### src/rtl/core/vcva_pkg.sv
// Package for the voice allocator: constants, operation codes and the
// command and status structures shared by controller and datapath. No dependencies.
package vcva_pkg;

  localparam int MaxVoices     = 32;
  localparam int MaxTracks     = 64;
  localparam int NumChan       = MaxTracks + MaxVoices;
  localparam int VoicesPerChan = 16;

  localparam logic [1:0] FuncTrigger = 2'd0;
  localparam logic [1:0] FuncCut     = 2'd1;
  localparam logic [1:0] FuncPast    = 2'd2;
  localparam logic [1:0] FuncStatus  = 2'd3;

  localparam logic [2:0] KindStart   = 3'd0;
  localparam logic [2:0] KindSilence = 3'd1;
  localparam logic [2:0] KindReject  = 3'd2;
  localparam logic [2:0] KindStatus  = 3'd3;
  localparam logic [2:0] KindDone    = 3'd4;

  localparam logic [2:0] StatFg      = 3'd4;
  localparam logic [2:0] StatInvalid = 3'd5;

  localparam logic [1:0] CfgTracks = 2'd0;
  localparam logic [1:0] CfgVoices = 2'd1;
  localparam logic [1:0] CfgMulti  = 2'd2;

  localparam logic [3:0] OpNone     = 4'd0;
  localparam logic [3:0] OpLoad     = 4'd1;
  localparam logic [3:0] OpDup      = 4'd2;
  localparam logic [3:0] OpCutCh    = 4'd3;
  localparam logic [3:0] OpPast     = 4'd4;
  localparam logic [3:0] OpMap      = 4'd5;
  localparam logic [3:0] OpScanFree = 4'd6;
  localparam logic [3:0] OpScanOld  = 4'd7;
  localparam logic [3:0] OpApply    = 4'd8;
  localparam logic [3:0] OpScanBg   = 4'd9;
  localparam logic [3:0] OpMove     = 4'd10;
  localparam logic [3:0] OpFinish   = 4'd11;
  localparam logic [3:0] OpDone     = 4'd12;
  localparam logic [3:0] OpReject   = 4'd13;
  localparam logic [3:0] OpStatus   = 4'd14;

  typedef struct packed {
    logic [3:0] op;
    logic [6:0] idx;
  } cmd_t;

  typedef struct packed {
    logic [1:0] func;
    logic       inrange;
    logic       dup_en;
    logic       map_valid;
    logic       sounding;
    logic       multi;
    logic       lt_per;
    logic       found;
    logic       vf_ne_voc;
    logic       had_voc;
    logic       strict;
    logic [4:0] nv_last;
    logic [6:0] bg_first;
    logic [6:0] bg_last;
  } stat_t;

endpackage

### src/rtl/core/vcva_ctrl.sv
// Controller state machine of the voice allocator: sequences the scans and
// issues one datapath command per cycle. Depends on vcva_pkg.
module vcva_ctrl (
  input  logic            clk_i,
  input  logic            rst_ni,
  input  logic            start,
  output logic            busy,
  input  vcva_pkg::stat_t stat_i,
  output vcva_pkg::cmd_t  cmd_o
);

  localparam logic [3:0] SIdle  = 4'd0;
  localparam logic [3:0] SDisp  = 4'd1;
  localparam logic [3:0] SDup   = 4'd2;
  localparam logic [3:0] SMap   = 4'd3;
  localparam logic [3:0] SScan  = 4'd4;
  localparam logic [3:0] SApply = 4'd5;
  localparam logic [3:0] SBg    = 4'd6;
  localparam logic [3:0] SMove  = 4'd7;
  localparam logic [3:0] SFin   = 4'd8;
  localparam logic [3:0] SDone  = 4'd9;
  localparam logic [3:0] SPast  = 4'd10;

  logic [3:0] state_q, state_d;
  logic [6:0] idx_q, idx_d;
  logic [3:0] op;

  assign busy  = (state_q != SIdle);
  assign cmd_o = '{op: op, idx: idx_q};

  always_comb begin
    state_d = state_q;
    idx_d   = idx_q;
    op      = vcva_pkg::OpNone;
    case (state_q)
      SIdle: begin
        if (start) begin
          op      = vcva_pkg::OpLoad;
          state_d = SDisp;
        end
      end
      SDisp: begin
        case (stat_i.func)
          vcva_pkg::FuncTrigger: begin
            if (!stat_i.inrange) begin
              op      = vcva_pkg::OpReject;
              state_d = SIdle;
            end else if (stat_i.dup_en) begin
              idx_d   = 7'd0;
              state_d = SDup;
            end else begin
              state_d = SMap;
            end
          end
          vcva_pkg::FuncCut: begin
            op      = vcva_pkg::OpCutCh;
            state_d = SDone;
          end
          vcva_pkg::FuncPast: begin
            idx_d   = {2'b00, stat_i.nv_last};
            state_d = SPast;
          end
          default: begin
            op      = vcva_pkg::OpStatus;
            state_d = SIdle;
          end
        endcase
      end
      SDup: begin
        op = vcva_pkg::OpDup;
        if (idx_q[4:0] == stat_i.nv_last) state_d = SMap;
        else idx_d = idx_q + 7'd1;
      end
      SMap: begin
        op    = vcva_pkg::OpMap;
        idx_d = 7'd0;
        if (stat_i.map_valid && !(stat_i.sounding && stat_i.multi)) state_d = SFin;
        else state_d = SScan;
      end
      SScan: begin
        op = stat_i.lt_per ? vcva_pkg::OpScanFree : vcva_pkg::OpScanOld;
        if (idx_q[4:0] == stat_i.nv_last) state_d = SApply;
        else idx_d = idx_q + 7'd1;
      end
      SApply: begin
        if (stat_i.found) begin
          op = vcva_pkg::OpApply;
          if (stat_i.had_voc && stat_i.vf_ne_voc) begin
            idx_d   = stat_i.bg_first;
            state_d = SBg;
          end else begin
            state_d = SFin;
          end
        end else if (stat_i.had_voc && !stat_i.strict) begin
          state_d = SFin;
        end else begin
          op      = vcva_pkg::OpReject;
          state_d = SIdle;
        end
      end
      SBg: begin
        op = vcva_pkg::OpScanBg;
        if (idx_q == stat_i.bg_last) state_d = SMove;
        else idx_d = idx_q + 7'd1;
      end
      SMove: begin
        op      = vcva_pkg::OpMove;
        state_d = SFin;
      end
      SFin: begin
        op      = vcva_pkg::OpFinish;
        state_d = SDone;
      end
      SDone: begin
        op      = vcva_pkg::OpDone;
        state_d = SIdle;
      end
      SPast: begin
        op = vcva_pkg::OpPast;
        if (idx_q == 7'd0) state_d = SDone;
        else idx_d = idx_q - 7'd1;
      end
      default: state_d = SIdle;
    endcase
  end

  always_ff @(posedge clk_i or negedge rst_ni) begin
    if (!rst_ni) begin
      state_q <= SIdle;
      idx_q   <= 7'd0;
    end else begin
      state_q <= state_d;
      idx_q   <= idx_d;
    end
  end

`ifndef SYNTHESIS
  a_accept_disp: assert property (@(posedge clk_i) disable iff (!rst_ni)
    (start && !busy) |=> (state_q == SDisp))
    else $error("accepted request did not reach dispatch");
  a_scan_idx: assert property (@(posedge clk_i) disable iff (!rst_ni)
    (state_q == SScan || state_q == SDup) |-> (idx_q[6:5] == 2'b00))
    else $error("voice scan index out of range");
  a_bg_idx: assert property (@(posedge clk_i) disable iff (!rst_ni)
    (state_q == SBg) |-> (idx_q >= stat_i.bg_first && idx_q <= stat_i.bg_last))
    else $error("background scan index out of range");
`endif

endmodule

### config.mk
export PLATFORM = sky130hd
export DESIGN_NAME = vcva_ctrl
export DESIGN_NICKNAME = d
export VERILOG_FILES = /design/src/rtl/core/vcva_pkg.sv /design/src/rtl/core/vcva_ctrl.sv
export SDC_FILE = /design/constraint.sdc
export NUM_CORES = 1
export LEC_CHECK = 0
export BUFFER_PORTS_ARGS = -buffer_cell sky130_fd_sc_hd__buf_2
export CAP_MARGIN = 40
export CORE_ASPECT_RATIO = 0.6
export CORE_MARGIN = 2
export CORE_UTILIZATION = 23
export DETAILED_ROUTE_END_ITERATION = 8
export MAX_ROUTING_LAYER = met4
export PLACE_DENSITY = 0.47
export SKIP_CTS_REPAIR_TIMING = 1
export SYNTH_ARGS = -nofsm -noshare
export SYNTH_HDL_FRONTEND = slang
export SYNTH_SLANG_ARGS = --single-unit
### constraint.sdc
create_clock -name clk_i -period 3.75 [get_ports clk_i]
set_input_delay 0.1875 -clock clk_i [delete_from_list [all_inputs] [get_ports clk_i]]
set_output_delay 0.1875 -clock clk_i [all_outputs]
set_load 0.02 [all_outputs]
**Word level (Yosys, flattened, before mapping)**

Cells that the tools add are included.

- Flip-flop bits (word level): 11
- Output and inout bits: 12
- Word-level logic and storage cells: 74

- $add $sub $neg: 2
- Eq/ne operators: 27
- Multiplexer cells: 29
- Reductions and logical operators: 14

Operators by type and width:

| kind | count |
|---|---|
| $mux 7 | 7 |
| $mux 4 | 12 |
| $pmux 4 s11 | 1 |
| $pmux 7 s6 | 1 |
| $pmux 4 s10 | 1 |
| $pmux 4 s3 | 2 |
| $ne 2x2->1 const B | 10 |
| $eq 4x3->1 const B | 4 |
| $pmux 7 s2 | 1 |
| $eq 4x4->1 const B | 3 |
| $ne 3x3->1 const B | 3 |
| $reduce_and 9->1 | 1 |
| $eq 4x2->1 const B | 2 |
| $add 7x1->7 const B | 1 |
| $eq 7x7->1 | 1 |
| $logic_not 7->1 | 1 |
| $sub 7x1->7 const B | 1 |
| $reduce_bool 6->1 | 1 |
| $eq 5x5->1 | 1 |
| $reduce_and 5->1 | 1 |
| $eq 4x1->1 const B | 1 |
| $logic_and 1x1->1 | 4 |
| $logic_not 4->1 | 1 |
| $reduce_bool 4->1 | 1 |
| 7 further kinds | 10 |

**Logic depth before layout (Yosys ltp)**

Gate-level depths: netlist (run 1).

- Depth after elaboration: 5
- Mapped depth: 11

**Worst setup path after synthesis (run 1)**

No wires, ideal clock.

- Path kind: register to register
- Start: register state_q[2]
- End: register idx_q[4]
- Setup time: 0.121 ns
- Arrival: 2.371 ns
- Required time: 3.629 ns
- Path slack: 1.258 ns
- Stages on the path, launching flop included: 12
- Buffers on the path: 2
- Cell sequence: dfrtp_1 -> buf_6 -> nand4bb_4 -> buf_2 -> xnor2_1 -> ha_1 -> a21oi_1 -> a221oi_4 -> xnor2_1 -> a222oi_1 -> inv_1 -> a22o_1

- Word-level cells in the longest chain between the ends: 4

Ends and longest elaborated chain:

| what | RTL line | source |
|---|---|---|
| start: declaration | vcva_ctrl.sv:24 | `logic [3:0] state_q, state_d;` |
| start signal: assignment | vcva_ctrl.sv:129 | `state_q <= SIdle;` |
| start signal: assignment | vcva_ctrl.sv:132 | `state_q <= state_d;` |
| $eq 4x3->1 / $eq 4x2->1 (equally long branches) | vcva_ctrl.sv:35 | `case (state_q)` |
| $reduce_or 2->1 (no line) | -- |  |
| $reduce_bool 6->1 (no line) / $ne 2x2->1 (equally long branches) | -- |  |
| $reduce_and 9->1 (no line) | -- |  |
| end signal: assignment | vcva_ctrl.sv:133 | `idx_q <= idx_d;` |
| end: declaration | vcva_ctrl.sv:25 | `logic [6:0] idx_q, idx_d;` |

Parallel ways exist; a longest one is shown, timed or not.
A chain may end at the register's enable or synchronous reset.

**Worst setup path in the final report (run 1)**

Ends and elaborated chain as after synthesis.

==> metrics.csv, run 1 <==
stage,metric,value,unit
clocking,cts_sinks,11,
route,routed_wl,4810,um
route,drcViolationCount,0,
die,dieArea,0.00698,mm2
place,dp_hpwl,3740,um
setup_path,critPathKind,reg -> reg,
place,gp_congestion,0.824,
clocking,cts_root_buf,clkbuf_8,
global_routing,grt_max_degree,27,
die,core_area,0.00611,mm2
yosys,ys_ff_latch,11,
pwr,combPwrFrac,0.160,
outcome,status,"complete, no violations",
setup_path,crit_required,3.88,ns
die,initial_core_util,0.238,
route,drt-initial-drc-count,99,
global_routing,first_global_vias,1471,
yosys,yosysWarnings,0,
flow_run,drv_cap,0,
yosys,synthCells,196,
setup_path,crit_fanout,14,
clocking,cts_htree_levels,1,
timing,finalWorstSetupSlack,1.09,ns
cells_and_area,syn_to_final_growth,24.7,%
route,dr_total_vias,1580,
setup_path,critPathCaptureType,flip-flop,
yosys,synth_nets,237,
pwr,clkPwrFrac,0.427,
yosys,syn_avg_cell_area,7.41,um2
cells_and_area,diodes,0,
yosys,yosys.cell_types.count,45,
pwr,p_sw_frac,0.250,
pwr,p_per_area,159,mW/mm2
die,die_h,65.5,um
route,wl_met2,1670,um
hold_path,hp-class,in -> reg,
timing,drv_slew,0,
pwr,switchingPower,71.9,uW
place,post-place-ws,1.13,ns
clocking,cts_buffers,3,
die,io_pins,46,
route,drt-met1-wl,2760,um
global_routing,grt_pass1_wl,7920,um
timing,max_freq,0.375,GHz
timing,period_minus_slack,2.66,ns
global_routing,grt-ovfl-total,0,
yosys,synth_edf_count,0,
timing,finalCritPeriodShare,0.711,
die,die_w,107,um
setup_path,crit_path_start_kind,flip-flop,
cells_and_area,nNetsFinal,279,
global_routing,antenna_found_initial,0,
cells_and_area,layout_commonest_cell,buf_2,
cells_and_area,fillCellCount,681,
cells_and_area,mostFrequentLayoutCells,"45 x buf_2, 19 x a21oi_1, 17 x nor2_1",
yosys,seq_area_frac_synth,0.190,
route,vias_per_cell,4.92,
yosys,ys.flop_type,dfrtp_1,
timing,slew_headroom,0.411,
timing,finalHoldViolCount,0,
pwr,vdd_drop_max,0.0976,mV
cells_and_area,drive_gt1_frac,0.241,
timing,tns,0,ns
route,drt_pass1_iterations,4,
clocking,clk_path_buf_depth,2,
pwr,p_int,216,uW
route,wl_met3,358,um
clocking,clk_pin_slew,0.06,ns
route,wire_per_inst,15.0,um
timing,finalSetupViolations,0,
route,top_layer,met4,
yosys,mappedNetlistArea,0.00145,mm2
timing,finalClockSkew,0.00526,ns
global_routing,grtUsageTotal,0.149,
place,port_buffers,45,
route,ant_nets,0,
clocking,cts_tree,built,
pwr,p_seq_frac,0.413,
pwr,p_leak,0.000758,uW
yosys,synth-async-reset-ratio,1.00,
timing,rsz0062_at_grt,no,
die,core.rowCount,22,
setup_path,arrival,2.79,ns
clocking,clk_latency,0.24,ns
timing,worstMarginPinSlew,0.878,ns
## worst paths after layout
path / start / endpoint / cells after the start / slack (ns)
max: state_q[2] / idx_q[4] / 9 / 1.09
min: stat_i[10] / idx_q[3] / 3 / 0.29
max reg2reg: state_q[2] / idx_q[4] / 9 / 1.09
min reg2reg: idx_q[5] / idx_q[5] / 1 / 0.65
max in group asynchronous: rst_ni / state_q[3] / 2 / 3.15
min in group asynchronous: rst_ni / idx_q[6] / 2 / 0.37
## cells by family (layout without fill, tap and decap cells)
| logic type | after synthesis | count (layout) | share of synthesized area |
|---|---|---|---|
| and+or+nand+nor | 68 | 68 | 0.236 |
| buffers and inverters | 24 | 65 | 0.0724 |
| AOI/OAI and AO/OA | 65 | 65 | 0.312 |
| DFF | 11 | 11 | 0.190 |
| adders and majority gates | 7 | 7 | 0.0603 |
| xor gates and xnor gates | 19 | 19 | 0.115 |
| muxes | 2 | 2 | 0.0147 |
## state kept, by name, summed over array words and instances (netlist names)
| signal | cells |
|---|---|
| idx_q | 7 |
| state_q | 4 |
## worst max-delay path: stages, from the launching register on
cell,delay [ns]
dfrtp_1,0.37
nand4bb_4,0.38
inv_1,0.26
ha_1,0.27
a21oi_1,0.10
a221oi_4,0.43
xnor2_1,0.14
a222oi_1,0.29
inv_1,0.07
a22o_1,0.23
## metal layers
| metal | GRT usage | vias up |
|---|---|---|
| li1 | - | 813 |
| met1 | 0.245 | 709 |
| met2 | 0.179 | 56 |
| met3 | 0.0377 | 2 |
| met4 | 0.00974 | 0 |
| met5 | - | - |
## per-stage QoR
stage          cell area, um2  cells   util  power [uW]  hold WS [ns]
2_1_floorplan            1450    196      -         137        -0.108
3_5_place_dp             1760    316  0.287         166        0.0828
4_1_cts                  1800    320  0.295         291        -0.174
6_report                 1810    321  0.296         288         0.286
5_1_grt                  1810    321  0.296         308         0.302
3_3_place_gp             1760    316  0.287         167        0.0864
## cells in the mapped netlist (5+ instances only)
master / instances / area, um2
a21oi_1: 19 / 95.1
xnor2_1: 12 / 105
nor3_1: 11 / 55.1
clkbuf_1: 5 / 18.8
o21ai_0: 12 / 60.1
xor2_1: 7 / 61.3
ha_1: 7 / 87.6
nand3_1: 8 / 40.0
dfrtp_1: 11 / 275
inv_1: 9 / 33.8
nand2_1: 16 / 60.1
nor2_1: 17 / 63.8
buf_2: 6 / 30.0
## layout make-up
class                           count  area [um2]  share of cell area
Timing Repair Buffer               52         280               0.155
Multi-Input combinational cell    161        1070               0.592
Clock buffer                        4        45.0              0.0249
Sequential cell                    11         275               0.152
Tap cell                           84         105              0.0581
Inverter                            9        33.8              0.0187
## power groups by stage
stage	logic, uW	registers (uW)	clock network [uW]
after global placement	45.8	121	0
after CTS	45.5	119	127
after detailed placement	45.2	121	0
after global routing	51.3	119	138
after floorplan	15.7	121	0
final	46.0	119	123
No activity file was read; power rests on OpenSTA's default activity.
==> run 2, diff against run 1 <==
--- a/config.mk
+++ b/config.mk
@@ -12,7 +12,7 @@
 export CORE_UTILIZATION = 23
 export DETAILED_ROUTE_END_ITERATION = 8
 export MAX_ROUTING_LAYER = met4
-export PLACE_DENSITY = 0.47
+export PLACE_DENSITY = 0.49
 export SKIP_CTS_REPAIR_TIMING = 1
 export SYNTH_ARGS = -nofsm -noshare
 export SYNTH_HDL_FRONTEND = slang
==> constraint.sdc (replaced) <==
create_clock -name clk_i -period 2.15 [get_ports clk_i]
set_input_delay 0.1075 -clock clk_i [delete_from_list [all_inputs] [get_ports clk_i]]
set_output_delay 0.1075 -clock clk_i [all_outputs]
set_load 0.02 [all_outputs]
==> run 2 against run 1 <==
Effect of this change:
- first-iteration DRC count fell by 6.1%
- clock power up 77%
- setup slack got worse by 1.2 ns
- highest routed layer unchanged
- via count grew 5.4%
- final cell count grew 5.6%
- the flow now finishes with violations (negative setup slack)
==> metrics.csv, run 2 (synthesis gave the netlist of run 1 again) <==
stage,metric,value,unit,change
clocking,cts_root_buf,clkbuf_8,,
timing,slew_headroom,0.465,,+0.0543
cells_and_area,layout_commonest_cell,buf_2,,
timing,period_minus_slack,2.24,ns,-0.421 ns
outcome,status,"complete, but fails checks",,
global_routing,grt-ovfl-total,0,,unchanged
cells_and_area,reg_top3,"idx_q x7, state_q x4",,
setup_path,crit_required,2.29,ns,-1.59 ns
clocking,clk_pin_slew,0.06,ns,about the same
pwr,p_leak,0.000861,uW,+14%
flow_run,drv_cap,0,,unchanged
timing,max_freq,0.446,GHz,+19%
die,core_area,0.00611,mm2,unchanged
route,drcViolationCount,0,,unchanged
timing,drv_slew,0,,unchanged
place,dp_hpwl,3740,um,about the same
die,core.rowCount,22,,unchanged
timing,finalClockSkew,0.00921,ns,+0.00395 ns
hold_path,hold_end,idx_q[3],,
timing,finalSetupViolations,2,,+2
cells_and_area,regMostFlops,idx_q,,
route,dr_total_vias,1665,,+5.4%
route,vias_per_cell,4.91,,-0.22%
die,dieArea,0.00698,mm2,unchanged
setup_path,crit_fanout,4,,-10
cells_and_area,diodes,0,,unchanged
clocking,cts_buffers,3,,unchanged
die,die_h,65.5,um,unchanged
timing,tns,-0.120,ns,-0.120 ns
setup_path,r2r_end,idx_q[4],,
route,ant_nets,0,,unchanged
timing,worstMarginPinSlew,0.798,ns,-0.0809 ns
setup_path,critPathKind,reg -> reg,,
global_routing,grtUsageTotal,0.147,,-0.00206
clocking,clk_latency,0.25,ns,about the same
setup_path,slowest_stage,dfrtp_1,,
cells_and_area,nNetsFinal,297,,+6.5%
pwr,power,503,uW,+75%
setup_path,arrival,2.38,ns,-0.41 ns
clocking,cts_htree_levels,1,,unchanged
setup_path,ff2ff_path_depth,9,,unchanged
place,post-place-ws,-0.122,ns,-1.26 ns
hold_path,min_path_cells,3,,unchanged
die,die_w,107,um,unchanged
hold_path,hp-class,in -> reg,,
pwr,p_per_area,252,mW/mm2,+59%
place,placed_area,0.00189,mm2,+7.6%
cells_and_area,drive_gt1_frac,0.318,,+0.0771
global_routing,grt_pass1_wl,7940,um,+0.25%
cells_and_area,mostFrequentLayoutCells,"45 x buf_2, 24 x buf_4, 18 x a21oi_1",,
route,drt-initial-drc-count,93,,-6.1%
setup_path,r2r_start,state_q[2],,
setup_path,critical_path.top_delay_family,compound AO/OA/AOI/OAI gates,,
setup_path,max_stage_delay,0.37,ns,-0.06 ns
outcome,violations,negative setup slack,,
clocking,cts_tree,built,,
route,drt_pass1_iterations,4,,unchanged
die,initial_core_util,0.238,,unchanged
timing,finalHoldViolCount,0,,unchanged
pwr,vdd_drop_max,0.153,mV,+56%
place,gp_congestion,0.871,,+5.7%
hold_path,min_from,stat_i[10],,
cells_and_area,syn_to_final_growth,37.6,%,
place,port_buffers,45,,unchanged
route,wire_per_inst,14.0,um,-6.4%
timing,finalWorstSetupSlack,-0.0938,ns,-1.18 ns
timing,finalCritPeriodShare,1.04,,+0.333
setup_path,path_buf_inv,1,,-1
timing,rsz0062_at_grt,yes,,
setup_path,r2r_slack,-0.09,ns,-1.18 ns
die,io_pins,46,,unchanged
setup_path,critPathCaptureType,flip-flop,,
clocking,clk_path_buf_depth,2,,unchanged
global_routing,first_global_vias,1561,,+6.1%
cells_and_area,final_cell_area,0.00200,mm2,+10%
setup_path,crit_path_start_kind,flip-flop,,
setup_path,cp_cell_sequence,"nand4bb_4, xnor2_2, ha_4, a21oi_4, a221oi_4, xnor2_1, a222oi_1, inv_1, a22o_1",,
clocking,cts_sinks,11,,unchanged
route,routed_wl,4750,um,-1.1%
global_routing,antenna_found_initial,0,,unchanged
global_routing,grt_max_degree,27,,unchanged
cells_and_area,largest_register_ffs,7,,unchanged
## run 2: worst max path at each step
stage / start / to / slack [ns] / depth (start not counted)
after floorplan: state_q[2] / idx_q[4] / -0.25 / 11
after global placement: state_q[0] / idx_q[4] / -0.07 / 9
after detailed placement: state_q[0] / idx_q[4] / -0.12 / 9
after CTS: state_q[0] / idx_q[4] / -0.13 / 9
after global routing: state_q[2] / idx_q[4] / -0.29 / 9
final: state_q[2] / idx_q[4] / -0.09 / 9
## run 2: per-stage QoR
step                      std cells  hold WS [ns]  utilization
after CTS                       336        -0.252        0.317
final                           339         0.200        0.327
after detailed placement        332        0.0160        0.309
after global placement          332        0.0180        0.309
after global routing            339         0.220        0.327
after floorplan                 196        -0.188            -
## run 2: worst min-delay path, stage by stage
cell and delay, ns:
buf_2 0.08, a222oi_1 0.08, a21oi_1 0.14
## run 2: final cells by class
cell class	instances	area (um2)
multi-input cells	161	1120
inverters	9	33.8
flip-flops and latches	11	275
fillers	673	4110
well taps	84	105
repair buffers	70	415
clock buffers	4	45.0
## run 2: power breakdown
| part | total, uW | leakage [uW] | internal [uW] | switching [uW] |
|---|---|---|---|---|
| Sequential | 207 | 0.000123 | 207 | 0 |
| Combinational | 78.0 | 0.000716 | 38.5 | 39.4 |
| Clock | 218 | 0.0000228 | 131 | 87.2 |
## run 2: routing by layer
metal,vias to the layer above,GRT usage,wire length (um)
li1,842,-,-
met4,0,0.0195,34
met2,61,0.192,1790
met5,-,-,0
met3,4,0.0268,380
met1,758,0.233,2550
